**src/nvqp_pkg.sv**
```systemverilog
// shared types and constants for the nvme queue pair tracker
package nvqp_pkg;

    localparam int ID_W      = 6;
    localparam int DEPTH_W   = 7;
    localparam int COUNT_W   = 7;
    localparam int KIND_W    = 2;
    localparam int BELL_W    = 2;
    localparam int ENTRY_W   = 2;
    localparam int ID_SPACE  = 64;
    localparam int MAX_DEPTH = 64;
    localparam int APB_AW    = 3;
    localparam int APB_DW    = 32;

    // depth cap: never above the id space, never below two
    localparam int DEPTH_TOP = (MAX_DEPTH < ID_SPACE) ? MAX_DEPTH : ID_SPACE;
    localparam logic [DEPTH_W-1:0] DEPTH_MIN   = DEPTH_W'(2);
    localparam logic [DEPTH_W-1:0] DEPTH_MAX   = DEPTH_W'((DEPTH_TOP < 2) ? 2 : DEPTH_TOP);
    localparam logic [DEPTH_W-1:0] DEPTH_RESET = DEPTH_W'(64);
    localparam logic [COUNT_W-1:0] COUNT_MAX   = COUNT_W'(127);

    // request table entry bits
    localparam int ENT_DONE  = 0;
    localparam int ENT_WRITE = 1;

    localparam logic OP_WRITE = 1'b1;

    // register word index on the apb port
    localparam logic REG_QUEUE_DEPTH = 1'b0;

    typedef enum logic [KIND_W-1:0] {
        KIND_ALLOC  = 2'd0,
        KIND_SUBMIT = 2'd1,
        KIND_CMPL   = 2'd2,
        KIND_RING   = 2'd3
    } kind_t;

    typedef enum logic [BELL_W-1:0] {
        DB_NONE = 2'd0,
        DB_SQ   = 2'd1,
        DB_CQ   = 2'd2
    } bell_t;

endpackage

```
**src/nvqp_if.sv**
```systemverilog
// event and result channel interfaces
interface nvqp_in_if import nvqp_pkg::*; ();
    logic              valid;
    logic              ready;
    logic [KIND_W-1:0] kind;
    logic              is_write;
    logic [ID_W-1:0]   cmd_tag;
    logic              entry_phase;

    modport source (output valid, kind, is_write, cmd_tag, entry_phase, input ready);
    modport sink   (input valid, kind, is_write, cmd_tag, entry_phase, output ready);
endinterface

interface nvqp_out_if import nvqp_pkg::*; ();
    logic               valid;
    logic               ready;
    logic [ID_W-1:0]    allocated_id;
    logic [ID_W-1:0]    slot_index;
    logic               entry_accepted;
    logic [ID_W-1:0]    completed_id;
    logic [BELL_W-1:0]  doorbell;
    logic [ID_W-1:0]    doorbell_value;
    logic [COUNT_W-1:0] pending_writes;

    modport source (output valid, allocated_id, slot_index, entry_accepted, completed_id,
                    doorbell, doorbell_value, pending_writes, input ready);
    modport sink   (input valid, allocated_id, slot_index, entry_accepted, completed_id,
                    doorbell, doorbell_value, pending_writes, output ready);
endinterface

```
**src/nvqp_ram.sv**
```systemverilog
// generic single write port ram with registered read
module nvqp_ram #(
    parameter int WIDTH = 2,
    parameter int DEPTH = 64
) (
    input  logic                     clk,
    input  logic                     we,
    input  logic [$clog2(DEPTH)-1:0] waddr,
    input  logic [WIDTH-1:0]         wdata,
    input  logic                     re,
    input  logic [$clog2(DEPTH)-1:0] raddr,
    output logic [WIDTH-1:0]         rdata
);

    logic [WIDTH-1:0] mem [DEPTH];
    logic [WIDTH-1:0] rdata_reg;

    always_ff @(posedge clk)
    begin
        if (we)
        begin
            mem[waddr] <= wdata;
        end
        if (re)
        begin
            rdata_reg <= mem[raddr];
        end
    end

    assign rdata = rdata_reg;

endmodule

```
**src/nvqp_regs.sv**
```systemverilog
// apb configuration register block and effective depth
module nvqp_regs import nvqp_pkg::*; (
    input  logic                clk,
    input  logic                rst_n,
    input  logic                psel,
    input  logic                penable,
    input  logic                pwrite,
    input  logic [APB_AW-1:0]   paddr,
    input  logic [APB_DW-1:0]   pwdata,
    output logic [APB_DW-1:0]   prdata,
    output logic                pready,
    output logic [DEPTH_W-1:0]  eff_depth
);

    logic [DEPTH_W-1:0] queue_depth_reg;
    logic [DEPTH_W-1:0] queue_depth_next;
    logic               wr_en;

    assign pready = 1'b1;
    assign wr_en  = psel && penable && pwrite && pready;

    always_comb
    begin
        queue_depth_next = queue_depth_reg;
        if (wr_en && paddr[APB_AW-1] == REG_QUEUE_DEPTH)
        begin
            queue_depth_next = pwdata[DEPTH_W-1:0];
        end
    end

    always_ff @(posedge clk or negedge rst_n)
    begin
        if (!rst_n)
        begin
            queue_depth_reg <= DEPTH_RESET;
        end
        else
        begin
            queue_depth_reg <= queue_depth_next;
        end
    end

    always_comb
    begin
        prdata = '0;
        if (paddr[APB_AW-1] == REG_QUEUE_DEPTH)
        begin
            prdata = {{(APB_DW-DEPTH_W){1'b0}}, queue_depth_reg};
        end
    end

    // clamp into the supported range
    always_comb
    begin
        if (queue_depth_reg < DEPTH_MIN)
        begin
            eff_depth = DEPTH_MIN;
        end
        else if (queue_depth_reg > DEPTH_MAX)
        begin
            eff_depth = DEPTH_MAX;
        end
        else
        begin
            eff_depth = queue_depth_reg;
        end
    end

endmodule

```
**src/nvme_host_queue_pair_tracker.sv**
```systemverilog
// top level: nvme host queue pair tracker with request table in ram
// flow: an event waits in the compute stage, then moves into the result register
// throughput: one event per cycle unless results stall; the request table read at
//   transfer and write back at retire form a read-modify-write loop closed by a bypass
// reset: rst_n clears pointers, write count and id counter, sets the phase to one
//   and the depth to 64; per-entry valid flops make the table read as zero, no sweep
module nvme_host_queue_pair_tracker import nvqp_pkg::*; (
    input  logic               clk,
    input  logic               rst_n,
    input  logic               psel,
    input  logic               penable,
    input  logic               pwrite,
    input  logic [APB_AW-1:0]  paddr,
    input  logic [APB_DW-1:0]  pwdata,
    output logic [APB_DW-1:0]  prdata,
    output logic               pready,
    nvqp_in_if.sink            req,
    nvqp_out_if.source         rsp
);

    localparam int AW = $clog2(ID_SPACE);

    logic [DEPTH_W-1:0] eff_depth;

    // configuration port
    nvqp_regs u_regs (
        .clk       (clk),
        .rst_n     (rst_n),
        .psel      (psel),
        .penable   (penable),
        .pwrite    (pwrite),
        .paddr     (paddr),
        .pwdata    (pwdata),
        .prdata    (prdata),
        .pready    (pready),
        .eff_depth (eff_depth)
    );

    // ------------------------------------------------------------------
    // queue state
    // ------------------------------------------------------------------
    logic [ID_W-1:0]    sub_tail_reg,  sub_tail_next;
    logic [ID_W-1:0]    comp_head_reg, comp_head_next;
    logic               phase_reg,     phase_next;
    logic [ID_W-1:0]    id_cnt_reg,    id_cnt_next;
    logic [COUNT_W-1:0] wcount_reg,    wcount_next;
    logic [ID_W-1:0]    rung_head_reg, rung_head_next;
    logic [ID_SPACE-1:0] ent_valid_reg;

    // compute stage: event waiting for its table read data
    logic               s1_valid_reg;
    kind_t              s1_kind_reg;
    logic               s1_wr_reg;
    logic [ID_W-1:0]    s1_cid_reg;
    logic               s1_phase_reg;
    logic               s1_byp_reg;
    logic [ENTRY_W-1:0] s1_byp_data_reg;

    // result register
    logic               out_valid_reg;
    logic [ID_W-1:0]    out_alloc_reg, out_alloc_next;
    logic [ID_W-1:0]    out_slot_reg,  out_slot_next;
    logic               out_acc_reg,   out_acc_next;
    logic [ID_W-1:0]    out_done_reg,  out_done_next;
    bell_t              out_bell_reg,  out_bell_next;
    logic [ID_W-1:0]    out_bval_reg,  out_bval_next;

    logic               s1_adv;
    logic               s1_fire;
    logic               in_fire;
    logic [ENTRY_W-1:0] ram_rdata;
    logic [ENTRY_W-1:0] old_entry;
    logic               tbl_we;
    logic [AW-1:0]      tbl_waddr;
    logic [ENTRY_W-1:0] tbl_wdata;
    logic               cmpl_acc;

    // the stage moves when the result register is free or being drained
    assign s1_adv  = !out_valid_reg || rsp.ready;
    assign s1_fire = s1_valid_reg && s1_adv;
    assign req.ready = !s1_valid_reg || s1_adv;
    assign in_fire = req.valid && req.ready;

    // request table: read at transfer, written back when the event retires
    nvqp_ram #(
        .WIDTH (ENTRY_W),
        .DEPTH (ID_SPACE)
    ) u_table (
        .clk   (clk),
        .we    (s1_fire && tbl_we),
        .waddr (tbl_waddr),
        .wdata (tbl_wdata),
        .re    (in_fire),
        .raddr (req.cmd_tag[AW-1:0]),
        .rdata (ram_rdata)
    );

    // bypass wins over the ram; an entry never written reads as zero
    always_comb
    begin
        if (s1_byp_reg)
        begin
            old_entry = s1_byp_data_reg;
        end
        else if (ent_valid_reg[s1_cid_reg[AW-1:0]])
        begin
            old_entry = ram_rdata;
        end
        else
        begin
            old_entry = '0;
        end
    end

    // ------------------------------------------------------------------
    // event processing
    // ------------------------------------------------------------------
    logic [ID_W-1:0]    cur;
    logic [DEPTH_W-1:0] nxt;

    always_comb
    begin
        sub_tail_next  = sub_tail_reg;
        comp_head_next = comp_head_reg;
        phase_next     = phase_reg;
        id_cnt_next    = id_cnt_reg;
        wcount_next    = wcount_reg;
        rung_head_next = rung_head_reg;
        out_alloc_next = '0;
        out_slot_next  = '0;
        out_acc_next   = 1'b0;
        out_done_next  = '0;
        out_bell_next  = DB_NONE;
        out_bval_next  = '0;
        tbl_we         = 1'b0;
        tbl_waddr      = s1_cid_reg[AW-1:0];
        tbl_wdata      = old_entry;
        cmpl_acc       = 1'b0;
        cur            = '0;
        nxt            = '0;

        unique case (s1_kind_reg)
            KIND_ALLOC:
            begin
                // a counter left beyond a lowered depth restarts at zero
                cur = ({1'b0, id_cnt_reg} >= eff_depth) ? '0 : id_cnt_reg;
                nxt = {1'b0, cur} + DEPTH_W'(1);
                id_cnt_next    = (nxt >= eff_depth) ? '0 : nxt[ID_W-1:0];
                out_alloc_next = cur;
                tbl_we    = 1'b1;
                tbl_waddr = cur[AW-1:0];
                tbl_wdata = '0;
            end
            KIND_SUBMIT:
            begin
                cur = ({1'b0, sub_tail_reg} >= eff_depth) ? '0 : sub_tail_reg;
                nxt = {1'b0, cur} + DEPTH_W'(1);
                sub_tail_next = (nxt >= eff_depth) ? '0 : nxt[ID_W-1:0];
                out_slot_next = cur;
                out_bell_next = DB_SQ;
                out_bval_next = sub_tail_next;
                tbl_we = 1'b1;
                tbl_wdata[ENT_WRITE] = (s1_wr_reg == OP_WRITE);
                if (s1_wr_reg == OP_WRITE && wcount_reg < COUNT_MAX)
                begin
                    wcount_next = wcount_reg + COUNT_W'(1);
                end
            end
            KIND_CMPL:
            begin
                if (s1_phase_reg == phase_reg)
                begin
                    cmpl_acc      = 1'b1;
                    out_acc_next  = 1'b1;
                    out_done_next = s1_cid_reg;
                    tbl_we = 1'b1;
                    tbl_wdata[ENT_DONE] = 1'b1;
                    // a repeated completion of a write retires again, floor at zero
                    if (old_entry[ENT_WRITE] && wcount_reg != '0)
                    begin
                        wcount_next = wcount_reg - COUNT_W'(1);
                    end
                    cur = ({1'b0, comp_head_reg} >= eff_depth) ? '0 : comp_head_reg;
                    nxt = {1'b0, cur} + DEPTH_W'(1);
                    if (nxt >= eff_depth)
                    begin
                        comp_head_next = '0;
                        phase_next     = !phase_reg;
                    end
                    else
                    begin
                        comp_head_next = nxt[ID_W-1:0];
                    end
                end
            end
            KIND_RING:
            begin
                // ring only when the head moved since the last ring
                if (comp_head_reg != rung_head_reg)
                begin
                    out_bell_next  = DB_CQ;
                    out_bval_next  = comp_head_reg;
                    rung_head_next = comp_head_reg;
                end
            end
        endcase
    end

    // ------------------------------------------------------------------
    // registers
    // ------------------------------------------------------------------
    always_ff @(posedge clk or negedge rst_n)
    begin
        if (!rst_n)
        begin
            sub_tail_reg  <= '0;
            comp_head_reg <= '0;
            phase_reg     <= 1'b1;
            id_cnt_reg    <= '0;
            wcount_reg    <= '0;
            rung_head_reg <= '0;
            ent_valid_reg <= '0;
            s1_valid_reg  <= 1'b0;
            out_valid_reg <= 1'b0;
        end
        else
        begin
            if (s1_fire)
            begin
                sub_tail_reg  <= sub_tail_next;
                comp_head_reg <= comp_head_next;
                phase_reg     <= phase_next;
                id_cnt_reg    <= id_cnt_next;
                wcount_reg    <= wcount_next;
                rung_head_reg <= rung_head_next;
                if (tbl_we)
                begin
                    ent_valid_reg[tbl_waddr] <= 1'b1;
                end
            end
            if (req.ready)
            begin
                s1_valid_reg <= req.valid;
            end
            if (s1_fire)
            begin
                out_valid_reg <= 1'b1;
            end
            else if (rsp.ready)
            begin
                out_valid_reg <= 1'b0;
            end
        end
    end

    // payload registers
    always_ff @(posedge clk)
    begin
        if (in_fire)
        begin
            s1_kind_reg  <= kind_t'(req.kind);
            s1_wr_reg    <= req.is_write;
            s1_cid_reg   <= req.cmd_tag;
            s1_phase_reg <= req.entry_phase;
            // write landing in the same cycle as this read: ram data is stale
            s1_byp_reg      <= s1_fire && tbl_we && (tbl_waddr == req.cmd_tag[AW-1:0]);
            s1_byp_data_reg <= tbl_wdata;
        end
        if (s1_fire)
        begin
            out_alloc_reg <= out_alloc_next;
            out_slot_reg  <= out_slot_next;
            out_acc_reg   <= out_acc_next;
            out_done_reg  <= out_done_next;
            out_bell_reg  <= out_bell_next;
            out_bval_reg  <= out_bval_next;
        end
    end

    assign rsp.valid          = out_valid_reg;
    assign rsp.allocated_id   = out_alloc_reg;
    assign rsp.slot_index     = out_slot_reg;
    assign rsp.entry_accepted = out_acc_reg;
    assign rsp.completed_id   = out_done_reg;
    assign rsp.doorbell       = out_bell_reg;
    assign rsp.doorbell_value = out_bval_reg;
    assign rsp.pending_writes = wcount_reg;

    // ------------------------------------------------------------------
    // assertions
    // ------------------------------------------------------------------
    a_count_only_on_retire: assert property (@(posedge clk) disable iff (!rst_n)
        !s1_fire |=> $stable(wcount_reg))
        else $error("write count changed without a retiring event");

    a_head_in_range: assert property (@(posedge clk) disable iff (!rst_n)
        s1_fire && cmpl_acc |=> {1'b0, comp_head_reg} < $past(eff_depth))
        else $error("completion head beyond depth");

    a_phase_on_wrap: assert property (@(posedge clk) disable iff (!rst_n)
        s1_fire && (phase_next != phase_reg) |=> comp_head_reg == '0)
        else $error("phase toggled without head wrap");

    a_stall_blocks_input: assert property (@(posedge clk) disable iff (!rst_n)
        s1_valid_reg && !s1_adv |-> !req.ready)
        else $error("event taken while compute stage stalled");

    a_no_bell_on_cmpl: assert property (@(posedge clk) disable iff (!rst_n)
        rsp.valid && rsp.entry_accepted |-> rsp.doorbell == DB_NONE)
        else $error("doorbell raised by a completion entry");

endmodule

```
**src/flat_wrapper.sv**
```systemverilog
// flat-port wrapper written by rule: the top's interface ports become plain ports
module nvme_host_queue_pair_tracker_flat import nvqp_pkg::*;
  (clk, rst_n, psel, penable, pwrite, paddr, pwdata, prdata, pready, req_valid, req_kind, req_is_write, req_cmd_tag, req_entry_phase, req_ready, rsp_valid, rsp_allocated_id, rsp_slot_index, rsp_entry_accepted, rsp_completed_id, rsp_doorbell, rsp_doorbell_value, rsp_pending_writes, rsp_ready);
  nvqp_in_if req_i ();
  nvqp_out_if rsp_i ();
  input  logic clk;
  input  logic rst_n;
  input  logic psel;
  input  logic penable;
  input  logic pwrite;
  input  logic [APB_AW-1:0] paddr;
  input  logic [APB_DW-1:0] pwdata;
  output logic [APB_DW-1:0] prdata;
  output logic pready;
  input wire logic [$bits(req_i.valid)-1:0] req_valid;
  input wire logic [$bits(req_i.kind)-1:0] req_kind;
  input wire logic [$bits(req_i.is_write)-1:0] req_is_write;
  input wire logic [$bits(req_i.cmd_tag)-1:0] req_cmd_tag;
  input wire logic [$bits(req_i.entry_phase)-1:0] req_entry_phase;
  output wire logic [$bits(req_i.ready)-1:0] req_ready;
  output wire logic [$bits(rsp_i.valid)-1:0] rsp_valid;
  output wire logic [$bits(rsp_i.allocated_id)-1:0] rsp_allocated_id;
  output wire logic [$bits(rsp_i.slot_index)-1:0] rsp_slot_index;
  output wire logic [$bits(rsp_i.entry_accepted)-1:0] rsp_entry_accepted;
  output wire logic [$bits(rsp_i.completed_id)-1:0] rsp_completed_id;
  output wire logic [$bits(rsp_i.doorbell)-1:0] rsp_doorbell;
  output wire logic [$bits(rsp_i.doorbell_value)-1:0] rsp_doorbell_value;
  output wire logic [$bits(rsp_i.pending_writes)-1:0] rsp_pending_writes;
  input wire logic [$bits(rsp_i.ready)-1:0] rsp_ready;
  assign req_i.valid = req_valid;
  assign req_i.kind = req_kind;
  assign req_i.is_write = req_is_write;
  assign req_i.cmd_tag = req_cmd_tag;
  assign req_i.entry_phase = req_entry_phase;
  assign req_ready = req_i.ready;
  assign rsp_valid = rsp_i.valid;
  assign rsp_allocated_id = rsp_i.allocated_id;
  assign rsp_slot_index = rsp_i.slot_index;
  assign rsp_entry_accepted = rsp_i.entry_accepted;
  assign rsp_completed_id = rsp_i.completed_id;
  assign rsp_doorbell = rsp_i.doorbell;
  assign rsp_doorbell_value = rsp_i.doorbell_value;
  assign rsp_pending_writes = rsp_i.pending_writes;
  assign rsp_i.ready = rsp_ready;
  nvme_host_queue_pair_tracker u_core (.clk(clk), .rst_n(rst_n), .psel(psel), .penable(penable), .pwrite(pwrite), .paddr(paddr), .pwdata(pwdata), .prdata(prdata), .pready(pready), .req(req_i), .rsp(rsp_i));
endmodule
```
**config.mk**
```make
export PLATFORM = sky130hd
export DESIGN_NAME = nvme_host_queue_pair_tracker_flat
export DESIGN_NICKNAME = d
export VERILOG_FILES = /design/src/nvqp_pkg.sv /design/src/nvqp_if.sv /design/src/nvqp_ram.sv /design/src/nvqp_regs.sv /design/src/nvme_host_queue_pair_tracker.sv /design/src/flat_wrapper.sv
export SDC_FILE = /design/constraint.sdc
export NUM_CORES = 1
export LEC_CHECK = 0
export BUFFER_PORTS_ARGS = -buffer_cell sky130_fd_sc_hd__buf_2
export CORE_MARGIN = 5
export CORE_UTILIZATION = 60
export DETAILED_ROUTE_END_ITERATION = 8
export HOLD_SLACK_MARGIN = 0.02
export PLACE_DENSITY = 0.86
export SETUP_SLACK_MARGIN = 0.5
export SLEW_MARGIN = 30
export SYNTH_ARGS = -nofsm -noshare
export SYNTH_HDL_FRONTEND = slang
export SYNTH_SLANG_ARGS = --single-unit
```
**constraint.sdc**
```tcl
create_clock -name clk -period 8.2 [get_ports clk]
set_input_delay 0.41 -clock clk [delete_from_list [all_inputs] [get_ports clk]]
set_output_delay 0.41 -clock clk [all_outputs]
set_load 0.1 [all_outputs]
```
---- Yosys cells after proc, flatten, opt, wreduce, memory -nomap -nowiden ----
Memories as Yosys holds them, arrays and structs flattened. A register that Yosys moved wholly into a read port is not among the register bits.
Index checks and enable logic that the tools add are counted.
cells by class
  add/subtract/negate cells ............... 5
  $lt $le $gt $ge ......................... 12
  equality and inequality tests ........... 9
  mux-type cells .......................... 33
  bitwise logic cells ..................... 2
  reductions and logical operators ........ 28
operator list
  cell                                                                                  number
  64-bit OR                                                                             1
  6-bit two-way mux                                                                     8
  7-bit two-way mux                                                                     6
  6-bit by 1-bit adder with 7-bit output (second input constant)                        3
  6-bit by 7-bit greater-or-equal comparator with 1-bit output                          3
  7-bit greater-or-equal comparator                                                     3
  6-bit by 7-bit less-than comparator with 1-bit output (second input constant)         2
  7-bit one-hot mux with 2 select lines                                                 1
  6-bit one-hot mux with 2 select lines                                                 1
  1-bit logical AND                                                                     10
  1-bit two-way mux                                                                     8
  2-bit AND reduction                                                                   4
  7-bit by 1-bit adder with 7-bit output (second input constant)                        1
  7-bit greater-than comparator (second input constant)                                 1
  7-bit by 2-bit less-than comparator with 1-bit output (second input constant)         1
  7-bit less-than comparator (second input constant)                                    1
  7-bit nonzero test                                                                    1
  7-bit by 1-bit subtractor with 7-bit output (second input constant)                   1
  1-bit binary-select mux with 6-bit select                                             1
  1-bit demux with 6-bit select                                                         1
  6-bit == test                                                                         1
  6-bit by 1-bit greater-or-equal comparator with 1-bit output (second input constant)  1
  2-bit two-way mux                                                                     3
  2-bit by 1-bit != test with 1-bit output (second input constant)                      3
  15 further kinds                                                                      23
word-level totals
  flip-flop bits (word level) ............. 145
  bits in writable memories ............... 128
  output and inout bits ................... 69
  memories kept ........................... 1
memories
  name                depth  bits a word  rd ports  clocked after memory_dff  write ports  RTL line        text
  u_core.u_table.mem  64     2            1         1                         1            nvqp_ram.sv:15  logic [WIDTH-1:0] mem [DEPTH];

---- Logic depth before layout (Yosys ltp) ----
Gate-level depths: netlist (run 1).
  depth after elaboration ................. 11
  mapped depth ............................ 22

---- Modules after synthesis ----
Synthesis (run 1) repeated with hierarchy kept, for this count alone.
second synthesis, totals
  cells, all modules ...................... 1040
  area, all modules ....................... 13464.2 µm²
modules (own cells, without submodules)
  module                        instances  cells each  area an instance (µm²)  sequential area each (µm²)
  nvme_host_queue_pair_tracker  1          656         7472.2                  3654.8
  nvqp_ram                      1          324         5417.7                  3903.7
  nvqp_regs                     1          60          574.3                   176.4

---- Worst setup path before layout (run 1) ----
No wires, ideal clock.
  path kind ............................... register to register
  start ................................... register u_core.u_regs.queue_depth_reg[1]
  end ..................................... register u_core.out_bval_reg[2], in the netlist u_core.rsp.doorbell_value[2], data pin
  setup time .............................. 135 ps
  arrival ................................. 4494 ps
  required time ........................... 8065 ps
  slack ................................... 3570 ps
  cell stages (with the launch flop) ...... 22
  period minus slack after synthesis ...... 4630 ps
  path through ............................ dfrtp_1 -> or4_1 -> nor2_1 -> o21ai_0 -> ha_1 -> a21o_1 -> a21o_1 -> a21o_1 -> a211o_1 -> nand2_1 -> clkbuf_1 -> and2_1 -> ha_1 -> ha_1 -> a21o_1 -> a21o_1 -> a21oi_1 -> nor2b_1 -> o21ai_0 -> o2bb2ai_1 -> clkbuf_1 -> a32o_1
on the way
  word-level cells in the longest chain between the ends .. 9
ends and longest elaborated chain
  element                                                       RTL line                             text
  start: declaration                                            nvqp_regs.sv:15                      logic [DEPTH_W-1:0] queue_depth_reg;
  start signal: assignment                                      nvqp_regs.sv:39                      queue_depth_reg <= queue_depth_next;
  7-bit greater-than comparator                                 nvqp_regs.sv:59                      else if (queue_depth_reg > DEPTH_MAX)
  7-bit two-way mux                                             nvqp_regs.sv:59
  7-bit two-way mux (*)                                         nvqp_regs.sv:55                      if (queue_depth_reg < DEPTH_MIN)
  6-bit by 7-bit greater-or-equal comparator with 1-bit output  nvme_host_queue_pair_tracker.sv:156  cur = ({1'b0, sub_tail_reg} >= eff_depth) ? '0 : sub_tail_reg;
  6-bit two-way mux                                             nvme_host_queue_pair_tracker.sv:156
  6-bit by 1-bit adder with 7-bit output                        nvme_host_queue_pair_tracker.sv:157  nxt = {1'b0, cur} + DEPTH_W'(1);
  7-bit greater-or-equal comparator                             nvme_host_queue_pair_tracker.sv:158  sub_tail_next = (nxt >= eff_depth) ? '0 : nxt[ID_W-1:0];
  6-bit two-way mux (*)                                         nvme_host_queue_pair_tracker.sv:158
  6-bit one-hot mux with 2 select lines (*)                     nvme_host_queue_pair_tracker.sv:142  unique case (s1_kind_reg)
  via u_core.out_bval_next[2]                                   nvme_host_queue_pair_tracker.sv:66   logic [ID_W-1:0] out_bval_reg, out_bval_next;
  end signal: assignment                                        nvme_host_queue_pair_tracker.sv:276  out_bval_reg <= out_bval_next;
  end: declaration                                              nvme_host_queue_pair_tracker.sv:66
The timed path passes the listed nets; every way through them passes the cells marked *.
A chain may end at the register's enable or synchronous reset.

---- Final worst setup path (run 1) ----
  start ................................... register u_core.u_regs.queue_depth_reg[1]
  end ..................................... register u_core.out_bval_reg[4], in the netlist u_core.rsp.doorbell_value[4], data pin
The elaborated chain is that of the path after synthesis.

==> results of run 1 <==
==> report_power, final <==
group	leakage, nW	total, mW	switching (mW)	internal (mW)
clock network	0.363	1.04	0.416	0.629
logic	2.17	1.16	0.754	0.403
registers	2.35	1.41	0.140	1.27
==> repair_timing <==
action                     in CTS  in global routing
hold buffers                    1                  0
setup endpoints to repair       0                  0
hold endpoints to repair       48                  0
==> per-layer routing <==
layer / up-vias / GRT usage [%] / routed length, um
met5: - / 0 / 0
met4: 0 / 7.60 / 749
met3: 72 / 4.30 / 1930
met2: 337 / 39.2 / 11800
met1: 3519 / 31.7 / 9300
li1: 3177 / - / -
==> stage by stage <==
| step | setup slack [ns] | instance area (um^2) | hold WS, ns | util [%] | power (mW) |
|---|---|---|---|---|---|
| 6_report | 2.92 | 11700 | 0.0851 | 67.7 | 3.62 |
| 5_1_grt | 2.54 | 11700 | 0.0746 | 67.7 | 3.79 |
| 3_5_place_dp | 2.95 | 10900 | 0.458 | 63.2 | 2.58 |
| 4_1_cts | 2.92 | 11700 | 0.0775 | 67.7 | 3.62 |
| 2_1_floorplan | 3.57 | 10600 | 0.114 | - | 2.34 |
| 3_3_place_gp | 3.07 | 10900 | 0.452 | 63.2 | 2.53 |
==> critical path: cells and delay by family, from the launching register on <==
family          cells  cell delay, ns
compound gates      9            2.03
fa+ha+maj           3            0.76
simple gates        7            1.34
xor+xnor            1            0.32
buf+inv             2            0.30
flops               1            0.39
==> area by class of cell <==
type                       count  area, um^2  area share, %
multi-input combinational    578        4430           37.9
tap                          225         282           2.40
clock buffer                  28         614           5.25
clock inverter                13         153           1.30
inverter                      20        75.1          0.641
timing repair buffer          75         400           3.42
sequential                   209        5750           49.1
==> kinds of logic (layout without fill, tap and decap cells) <==
family	count (synthesis)	after routing	synth area share (%)
simple gates	241	241	10.6
flops	209	209	54.6
compound gates	177	177	12.4
buf+inv	89	136	4.24
mux	55	55	9.77
fa+ha+maj	48	48	5.77
xor+xnor	31	31	2.58
other cells	2	26	0.0712
==> synth_stat cells (3+ instances only) <==
cell type,count
a22oi_1,3
xor2_1,14
and3_1,8
buf_4,26
nor2_1,97
edfxtp_1,104
o2bb2ai_1,4
nor2b_1,12
inv_1,19
o21ai_0,16
a21o_1,23
a21oi_1,14
a22o_1,8
xnor2_1,17
and2_1,13
clkbuf_1,34
nand2_1,56
dfrtp_1,103
a32o_1,7
a31oi_1,4
nand4_1,3
ha_1,47
nor3_1,8
buf_2,6
o311ai_0,3
mux4_2,36
nand3_1,14
o31ai_1,8
nand2b_1,12
nor3b_1,3
o21bai_1,65
or4_1,4
mux2_2,15
==> worst paths after layout <==
check,startpoint,endpoint,slack (ns),depth (start not counted)
worst max-delay path,u_core.u_regs.queue_depth_reg[1]$_DFFE_PN0P_,u_core.rsp.doorbell_value[4]$_DFFE_PP_,2.92,22
worst min-delay path,req_kind[1],u_core.s1_kind_reg[1]$_DFFE_PP_,0.09,1
worst min register to register,u_core.ent_valid_reg[22]$_DFFE_PN0P_,u_core.ent_valid_reg[22]$_DFFE_PN0P_,0.47,1
min in group asynchronous,rst_n,u_core.sub_tail_reg[5]$_DFFE_PN0P_,0.49,2
max in group asynchronous,rst_n,u_core.ent_valid_reg[62]$_DFFE_PN0P_,6.54,3
worst max register to register,u_core.u_regs.queue_depth_reg[1]$_DFFE_PN0P_,u_core.rsp.doorbell_value[4]$_DFFE_PP_,2.92,22
==> results.json, run 1 <==
{
  "syn_to_final_growth_pct": 11.1,
  "cts_tree": "yes",
  "ys_types": 63,
  "grt_pass1_wl_mm": 38.2,
  "cp_common_cell": "a21o_1",
  "grt_pass1_vias": 7198,
  "ys_ff_latch": 209,
  "synth_area_um2": 10500,
  "clock_latency_ns": 0.50,
  "cts_setup_buffers": 0,
  "ys_async_sr_fraction_pct": 50.2,
  "yosysSeqAreaShare_pct": 54.6,
  "p_per_area_nw_per_um2": 309,
  "ys.flop_type": "edfxtp_1",
  "clkTransAtPathRegs_ns": 0.06,
  "yosys-top-cells-area": "edfxtp_1 30%, dfrtp_1 24%, mux4_2 7.7%",
  "status": "completed",
  "yosysWarnings": 0,
  "wl_per_cell_um": 20.7,
  "ir_worst_vdd_mv": 0.405,
  "drtIter0Drc": 571,
  "n_fill_cell": 1182,
  "slew_headroom_pct": 35.8,
  "crit_chain": "or4_1 > nor2_1 > nor3b_1 > buf_4 > ha_1 > nand2b_1 > a21o_1 > a21o_1 > a21o_1 > a211o_1 > nand2_1 > nand2_1 > inv_1 > ha_1 > xor2_1 > ha_1 > a21o_1 > a21oi_1 > nor2b_1 > o21ai_0 > o2bb2ai_1 > a32o_1",
  "cts_inserted_buffers": 23,
  "setup_viol": 0,
  "min_path_type": "input pin to flip-flop",
  "yosysTopAreaCellShare_pct": 29.6,
  "avgSynthCellArea_um2": 12.4,
  "htreeDepth": 1,
  "grt_usage_pct": 23.5,
  "fp-row-count": 48,
  "place_inst": 1106,
  "grt.overflow.total": 0,
  "antenna_cells": 0,
  "port_buffers": 67,
  "fp.dieW_um": 143,
  "gp_congestion": 0.857,
  "synth-edff-count": 104,
  "hold_violations": 0,
  "die_h_um": 143,
  "drcViolationCount": 0,
  "layout_commonest_cell": "edfxtp_1",
  "post_cts_resized": 0,
  "finClkSkew_ns": 0.0141,
  "io-pin-count": 121,
  "cts_max_path_buffers": 3,
  "worstPathRequired_ns": 8.56,
  "drive_above_1_share_pct": 18.5,
  "arrival_ns": 5.64,
  "cpMaxStageDelayCell": "or4_1",
  "period_share_pct": 64.4,
  "coreArea_um2": 17300,
  "grt_max_degree": 66,
  "dpl.hpwl_mm": 15.4,
  "dr.pass1.iters": 7,
  "p_leak_nw": 4.88,
  "clkSinkCount": 209,
  "rsz0062_at_grt": "false",
  "start_util_pct": 60.9,
  "vias": 7105,
  "start_kind": "flip-flop",
  "finalSetupTns_ns": 0,
  "slew_violations": 0,
  "worstSetupEndpointType": "flip-flop",
  "synth_top_area_cell": "edfxtp_1",
  "path_class": "flip-flop to flip-flop",
  "min_period_ns": 5.28,
  "ant_nets": 0,
  "fin_nets": 1007,
  "drt-vias-per-instance": 6.19,
  "drt_wl_total_mm": 23.7,
  "synth_cells": 852,
  "antenna_found_initial": 0,
  "cp_max_fo": 12,
  "ctsRootBufferMaster": "clkbuf_16",
  "drv_cap": 0,
  "final_cells": 1148,
  "slowest_delay_ns": 0.51,
  "max_freq_ghz": 0.189,
  "die_area_um2": 20300,
  "mostFrequentLayoutCells": "104 x edfxtp_1, 103 x dfrtp_1, 97 x nor2_1",
  "worst_pin_slew_ns": 0.963
}
(Power assumes the default switching activity.)
==> run 2: changes to the inputs <==
--- a/config.mk
+++ b/config.mk
@@ -7,10 +7,10 @@
 export LEC_CHECK = 0
 export BUFFER_PORTS_ARGS = -buffer_cell sky130_fd_sc_hd__buf_2
 export CORE_MARGIN = 5
-export CORE_UTILIZATION = 60
+export CORE_UTILIZATION = 59
 export DETAILED_ROUTE_END_ITERATION = 8
 export HOLD_SLACK_MARGIN = 0.02
-export PLACE_DENSITY = 0.86
+export PLACE_DENSITY = 0.84
 export SETUP_SLACK_MARGIN = 0.5
 export SLEW_MARGIN = 30
 export SYNTH_ARGS = -nofsm -noshare
==> constraint.sdc (replaced) <==
create_clock -name clk -period 5.1 [get_ports clk]
set_input_delay 0.255 -clock clk [delete_from_list [all_inputs] [get_ports clk]]
set_output_delay 0.255 -clock clk [all_outputs]
set_load 0.1 [all_outputs]
==> run 2 against run 1 <==
Routed wire length is 3.7% higher. Die area up 1.6%. Flip-flop and latch count unchanged. First-iteration DRC count shrank 15%. Highest routed layer unchanged.
==> results.json, run 2 (synthesized netlist as in run 1, its figures left out) <==
{
  "whs_path_depth": 3,
  "cp_max_fo": 10,
  "dr.pass1.iters": 5,
  "fp.dieW_um": 144,
  "die_area_um2": 20600,
  "io-pin-count": 121,
  "finClkSkew_ns": 0.0256,
  "drcViolationCount": 0,
  "cpLargestDelayFamily": "compound AO/OA/AOI/OAI gates",
  "ant_nets": 0,
  "clkSinkCount": 209,
  "antenna_found_initial": 0,
  "cts_inserted_buffers": 22,
  "coreArea_um2": 17400,
  "placed_area_um2": 11000,
  "crit_chain": "or4_4 > nor2_4 > nor3b_1 > buf_4 > ha_1 > nand2b_1 > a21o_1 > a21o_1 > a21oi_2 > o21ai_2 > buf_6 > nor2b_1 > ha_2 > nand3_1 > or2_4 > a21oi_1 > ha_1 > a21oi_2 > o21ai_4 > a2111oi_2 > a21o_1",
  "gp_congestion": 0.870,
  "n_fill_cell": 1149,
  "status": "completed",
  "p_per_area_nw_per_um2": 488,
  "p_sw_share_pct": 37.3,
  "min_path_type": "input pin to flip-flop",
  "power.share.clock_pct": 26.0,
  "slowest_delay_ns": 0.55,
  "syn_to_final_growth_pct": 13.9,
  "p_leak_nw": 4.98,
  "layout_commonest_cell": "edfxtp_1",
  "combPwrFrac_pct": 35.0,
  "p_int_mw": 3.67,
  "r2r-end": "u_core.comp_head_reg[5]$_DFFE_PN0P_",
  "grt_pass1_wl_mm": 39.0,
  "slew_headroom_pct": 36.9,
  "ff2ff_setup_slack_ns": 0.62,
  "grt.overflow.total": 0,
  "hold_ws_ns": 0.0329,
  "worstPathRequired_ns": 5.54,
  "grt_max_degree": 66,
  "cts_max_path_buffers": 3,
  "fin_nets": 1031,
  "share_seq_of_total_power_pct": 39.0,
  "finalSetupTns_ns": 0,
  "clkTransAtPathRegs_ns": 0.06,
  "wl_per_cell_um": 21.0,
  "ir_worst_vdd_mv": 0.584,
  "slew_violations": 0,
  "clock_latency_ns": 0.52,
  "worst_pin_slew_ns": 0.946,
  "die_h_um": 144,
  "drive_above_1_share_pct": 21.6,
  "worstHoldEndpoint": "u_core.rsp.valid$_DFFE_PN0P_",
  "port_buffers": 67,
  "worstRegToRegCells": 21,
  "drtIter0Drc": 486,
  "drt_wl_total_mm": 24.6,
  "drv_cap": 0,
  "ctsRootBufferMaster": "clkbuf_16",
  "crit_cells": 21,
  "mostFrequentLayoutCells": "104 x edfxtp_1, 103 x dfrtp_1, 94 x nor2_1",
  "drt-vias-per-instance": 6.21,
  "htreeDepth": 1,
  "min_from": "rsp_ready",
  "cp_common_cell": "a21o_1",
  "power_switching_mw": 2.18,
  "start_kind": "flip-flop",
  "antenna_cells": 0,
  "postLayoutCellArea_um2": 12000,
  "max_freq_ghz": 0.223,
  "setup_viol": 0,
  "vias": 7281,
  "period_share_pct": 87.8,
  "grt_usage_pct": 23.9,
  "dpl.hpwl_mm": 15.5,
  "cpMaxStageDelayCell": "or4_4",
  "crit_buf_inv": 2,
  "grt_pass1_vias": 7272,
  "rsz0062_at_grt": "false",
  "path_class": "flip-flop to flip-flop",
  "hold_violations": 0,
  "worstSetupEndpointType": "flip-flop",
  "min_period_ns": 4.48,
  "start_util_pct": 60.5,
  "fp-row-count": 48,
  "r2r-start": "u_core.u_regs.queue_depth_reg[1]$_DFFE_PN0P_",
  "arrival_ns": 4.91,
  "cts_tree": "yes"
}
run 2: area by class of cell:
cell class                      instances  area (um^2)  area share, %
Timing Repair Buffer                   99          623           5.19
Clock inverter                         11         93.8          0.781
Sequential cell                       209         5750           47.9
Multi-Input combinational cell        579         4590           38.3
Tap cell                              225          282           2.34
Clock buffer                           29          587           4.89
Inverter                               20         75.1          0.625
run 2: power groups by stage:
stage / logic [mW] / registers, mW / clock network [mW]
floorplan: 1.17 / 2.58 / 0
detailed placement: 1.85 / 2.30 / 0
global placement: 1.80 / 2.29 / 0
CTS: 1.91 / 2.28 / 1.54
global route: 2.22 / 2.32 / 1.62
finish: 2.05 / 2.29 / 1.52
run 2: what timing repair did:
item | 4_1_cts | 5_1_grt
hold endpoints to repair | 64 | 0
cloned | 1 | 0
gates resized for setup | 9 | 29
setup endpoints to repair | 14 | 25
buffers inserted | 0 | 4
pin swaps | 1 | 10
hold buffers | 15 | 0
run 2: routing by layer:
| layer | track usage, % | vias to the layer above | wire length (um) |
|---|---|---|---|
| li1 | - | 3231 | - |
| met1 | 32.6 | 3605 | 9710 |
| met2 | 39.6 | 383 | 12200 |
| met3 | 4.33 | 62 | 2050 |
| met4 | 7.28 | 0 | 607 |
| met5 | 0 | - | 0 |
run 2: worst max path at each step:
stage	startpoint	end	slack, ns
after global placement	u_core.u_regs.queue_depth_reg[1]$_DFFE_PN0P_	u_core.rsp.doorbell_value[3]$_DFFE_PP_	0.41
after CTS	u_core.u_regs.queue_depth_reg[1]$_DFFE_PN0P_	u_core.comp_head_reg[5]$_DFFE_PN0P_	0.51
final	u_core.u_regs.queue_depth_reg[1]$_DFFE_PN0P_	u_core.comp_head_reg[5]$_DFFE_PN0P_	0.62
after detailed placement	u_core.u_regs.queue_depth_reg[1]$_DFFE_PN0P_	u_core.rsp.doorbell_value[2]$_DFFE_PP_	0.33
after floorplan	u_core.u_regs.queue_depth_reg[1]$_DFFE_PN0P_	u_core.rsp.doorbell_value[3]$_DFFE_PP_	0.55
after global routing	u_core.u_regs.queue_depth_reg[1]$_DFFE_PN0P_	u_core.comp_head_reg[5]$_DFFE_PN0P_	0.43
run 2: per-stage QoR:
stage                     power (mW)  cells  util, %  setup WS (ns)
after floorplan                 3.76    876        -          0.548
after global placement          4.09   1111     63.0          0.409
after detailed placement        4.15   1111     63.0          0.328
after CTS                       5.73   1167     68.0          0.507
after global routing            6.15   1172     68.9          0.434
final                           5.86   1172     68.9          0.623
run 2: worst min-delay path, delay by kind of cell:
kind / cells / cell delay [ns]
buffers and inverters: 1 / 0.09
AND/OR/NAND/NOR: 2 / 0.17
==> run 3: changes to the inputs <==
==> constraint.sdc (replaced) <==
create_clock -name clk -period 5 [get_ports clk]
set_input_delay 0.25 -clock clk [delete_from_list [all_inputs] [get_ports clk]]
set_output_delay 0.25 -clock clk [all_outputs]
set_load 0.1 [all_outputs]
==> run 3 against run 2 <==
Clock-buffer cell count increased by 2. Non-clock buffer count increased by 13. Combinational power increased by 14%. Largest cell class unchanged.
==> results.json, run 3 (synthesized netlist as in run 1, its figures left out) <==
{
  "htreeDepth": 1,
  "cp_max_fo": 5,
  "drive_above_1_share_pct": 24.2,
  "final_cells": 1185,
  "rsz0062_at_grt": "true",
  "worst_pin_slew_ns": 0.941,
  "crit_chain": "or4_4 > nor2_4 > buf_4 > o21ai_1 > ha_1 > a21o_1 > a21o_1 > a21o_1 > a211o_1 > nand2_2 > and2_4 > ha_4 > nand3_4 > xnor2_2 > and2_4 > ha_4 > nor2b_4 > o21ai_4 > o2bb2ai_4 > a32o_2",
  "p_per_area_nw_per_um2": 509,
  "grt_max_degree": 66,
  "gr-usage-met3_pct": 5.32,
  "path_class": "flip-flop to flip-flop",
  "coreArea_um2": 17400,
  "wl_per_cell_um": 22.4,
  "fin_nets": 1044,
  "postLayoutCellArea_um2": 12300,
  "clock_latency_ns": 0.50,
  "ir_worst_vdd_mv": 0.696,
  "syn_to_final_growth_pct": 16.6,
  "max_freq_ghz": 0.223,
  "period_share_pct": 89.9,
  "io-pin-count": 121,
  "grt_pass1_wl_mm": 40.4,
  "grt_usage_pct": 25.0,
  "grt.busiest_layer": "met2",
  "arrival_ns": 4.74,
  "cpMaxStageDelayCell": "or4_4",
  "drtIter0Drc": 629,
  "ant_nets": 0,
  "setup_viol": 0,
  "port_buffers": 67,
  "drt-vias-per-instance": 6.37,
  "place_inst": 1112,
  "place_ws_ns": 0.247,
  "die_h_um": 144,
  "cts_inserted_buffers": 22,
  "vias": 7549,
  "slowest_delay_ns": 0.55,
  "clkTransAtPathRegs_ns": 0.06,
  "post-route-worst-setup-slack_ns": 0.506,
  "clkSinkCount": 209,
  "dr.pass1.iters": 8,
  "finalSetupTns_ns": 0,
  "grt_pass1_vias": 7514,
  "antenna_found_initial": 0,
  "drt_wl_total_mm": 26.5,
  "fp-row-count": 48,
  "layout_commonest_cell": "edfxtp_1",
  "use_met2_pct": 42.1,
  "fp.dieW_um": 144,
  "grt.met1_usage_pct": 32.5,
  "worstSetupEndpointType": "flip-flop",
  "hold_violations": 0,
  "slew_headroom_pct": 37.2,
  "worstPathRequired_ns": 5.24,
  "status": "completed",
  "gp_congestion": 0.877,
  "hold_ws_ns": 0.0415,
  "drcViolationCount": 0,
  "min_path_type": "input pin to flip-flop",
  "finClkSkew_ns": 0.00981,
  "dpl.hpwl_mm": 15.6,
  "p_total_mw": 6.25,
  "die_area_um2": 20600,
  "start_util_pct": 60.5,
  "min_period_ns": 4.49,
  "drv_cap": 0,
  "slew_violations": 0,
  "start_kind": "flip-flop",
  "antenna_cells": 0,
  "placed_area_um2": 11000,
  "cts_max_path_buffers": 3,
  "grt.overflow.total": 0,
  "mostFrequentLayoutCells": "104 x edfxtp_1, 103 x dfrtp_1, 94 x nor2_1",
  "ctsRootBufferMaster": "clkbuf_16",
  "cts_tree": "yes",
  "p_leak_nw": 5.12,
  "final_core_util_pct": 70.6,
  "cp_common_cell": "a21o_1"
}
run 3: cell count changes in the layout (fill, tap and decap cells not counted), moves of 3 or more:
cell / delta
o21ai_0: -3
ha_4: +3
ha_1: -3
buf_4: +11
o21ai_1: +3
run 3: area by class of cell:
| cell class | instances | area [um^2] |
|---|---|---|
| Clock inverter | 9 | 71.3 |
| Multi-Input combinational cell | 579 | 4750 |
| Clock buffer | 31 | 626 |
| Tap cell | 225 | 282 |
| Fill cell | 1094 | 5130 |
| Sequential cell | 209 | 5750 |
| Inverter | 20 | 77.6 |
| Timing Repair Buffer | 112 | 728 |
run 3: power by group:
part	total (mW)	switching (mW)	internal [mW]
clock	1.58	0.653	0.926
combinational	2.33	1.43	0.902
sequential	2.34	0.255	2.09
run 3: layer usage:
| metal | vias up | routed length (um) | share of wire, % |
|---|---|---|---|
| li1 | 3255 | - | - |
| met2 | 413 | 13400 | 51 |
| met5 | - | 0 | 0 |
| met1 | 3772 | 9860 | 37 |
| met3 | 109 | 2260 | 8.5 |
| met4 | 0 | 974 | 3.7 |
run 3: worst max-delay path, delay by kind of cell (launching register included):
family | cells | cell delay (ns)
adder cells (fa/ha/maj) | 3 | 0.70
AO/OA/AOI/OAI | 8 | 1.43
AND/OR/NAND/NOR | 7 | 1.42
XOR/XNOR | 1 | 0.18
buffers and inverters | 1 | 0.11
flip-flops | 1 | 0.39
run 3: path summary, 6_finish.rpt:
path	startpoint	end	slack [ns]	cells past startpoint
min in group asynchronous	rst_n	u_core.u_regs.queue_depth_reg[5]$_DFFE_PN0P_	0.38	2
max reg2reg	u_core.u_regs.queue_depth_reg[3]$_DFFE_PN0P_	u_core.rsp.doorbell_value[5]$_DFFE_PP_	0.51	20
min reg2reg	u_core.ent_valid_reg[22]$_DFFE_PN0P_	u_core.ent_valid_reg[22]$_DFFE_PN0P_	0.47	1
max	u_core.u_regs.queue_depth_reg[3]$_DFFE_PN0P_	u_core.rsp.doorbell_value[5]$_DFFE_PP_	0.51	20
min	rsp_ready	u_core.rsp.valid$_DFFE_PN0P_	0.04	3
max in group asynchronous	rst_n	u_core.ent_valid_reg[22]$_DFFE_PN0P_	3.47	3
run 3: repair_timing:
| item | CTS | global route |
|---|---|---|
| setup buffers | 5 | 11 |
| gates resized for setup | 25 | 42 |
| hold buffers | 15 | 0 |
| gates cloned | 1 | 0 |
| setup endpoints to repair | 25 | 25 |
| hold endpoints to repair | 66 | 0 |
| pin swaps | 6 | 34 |
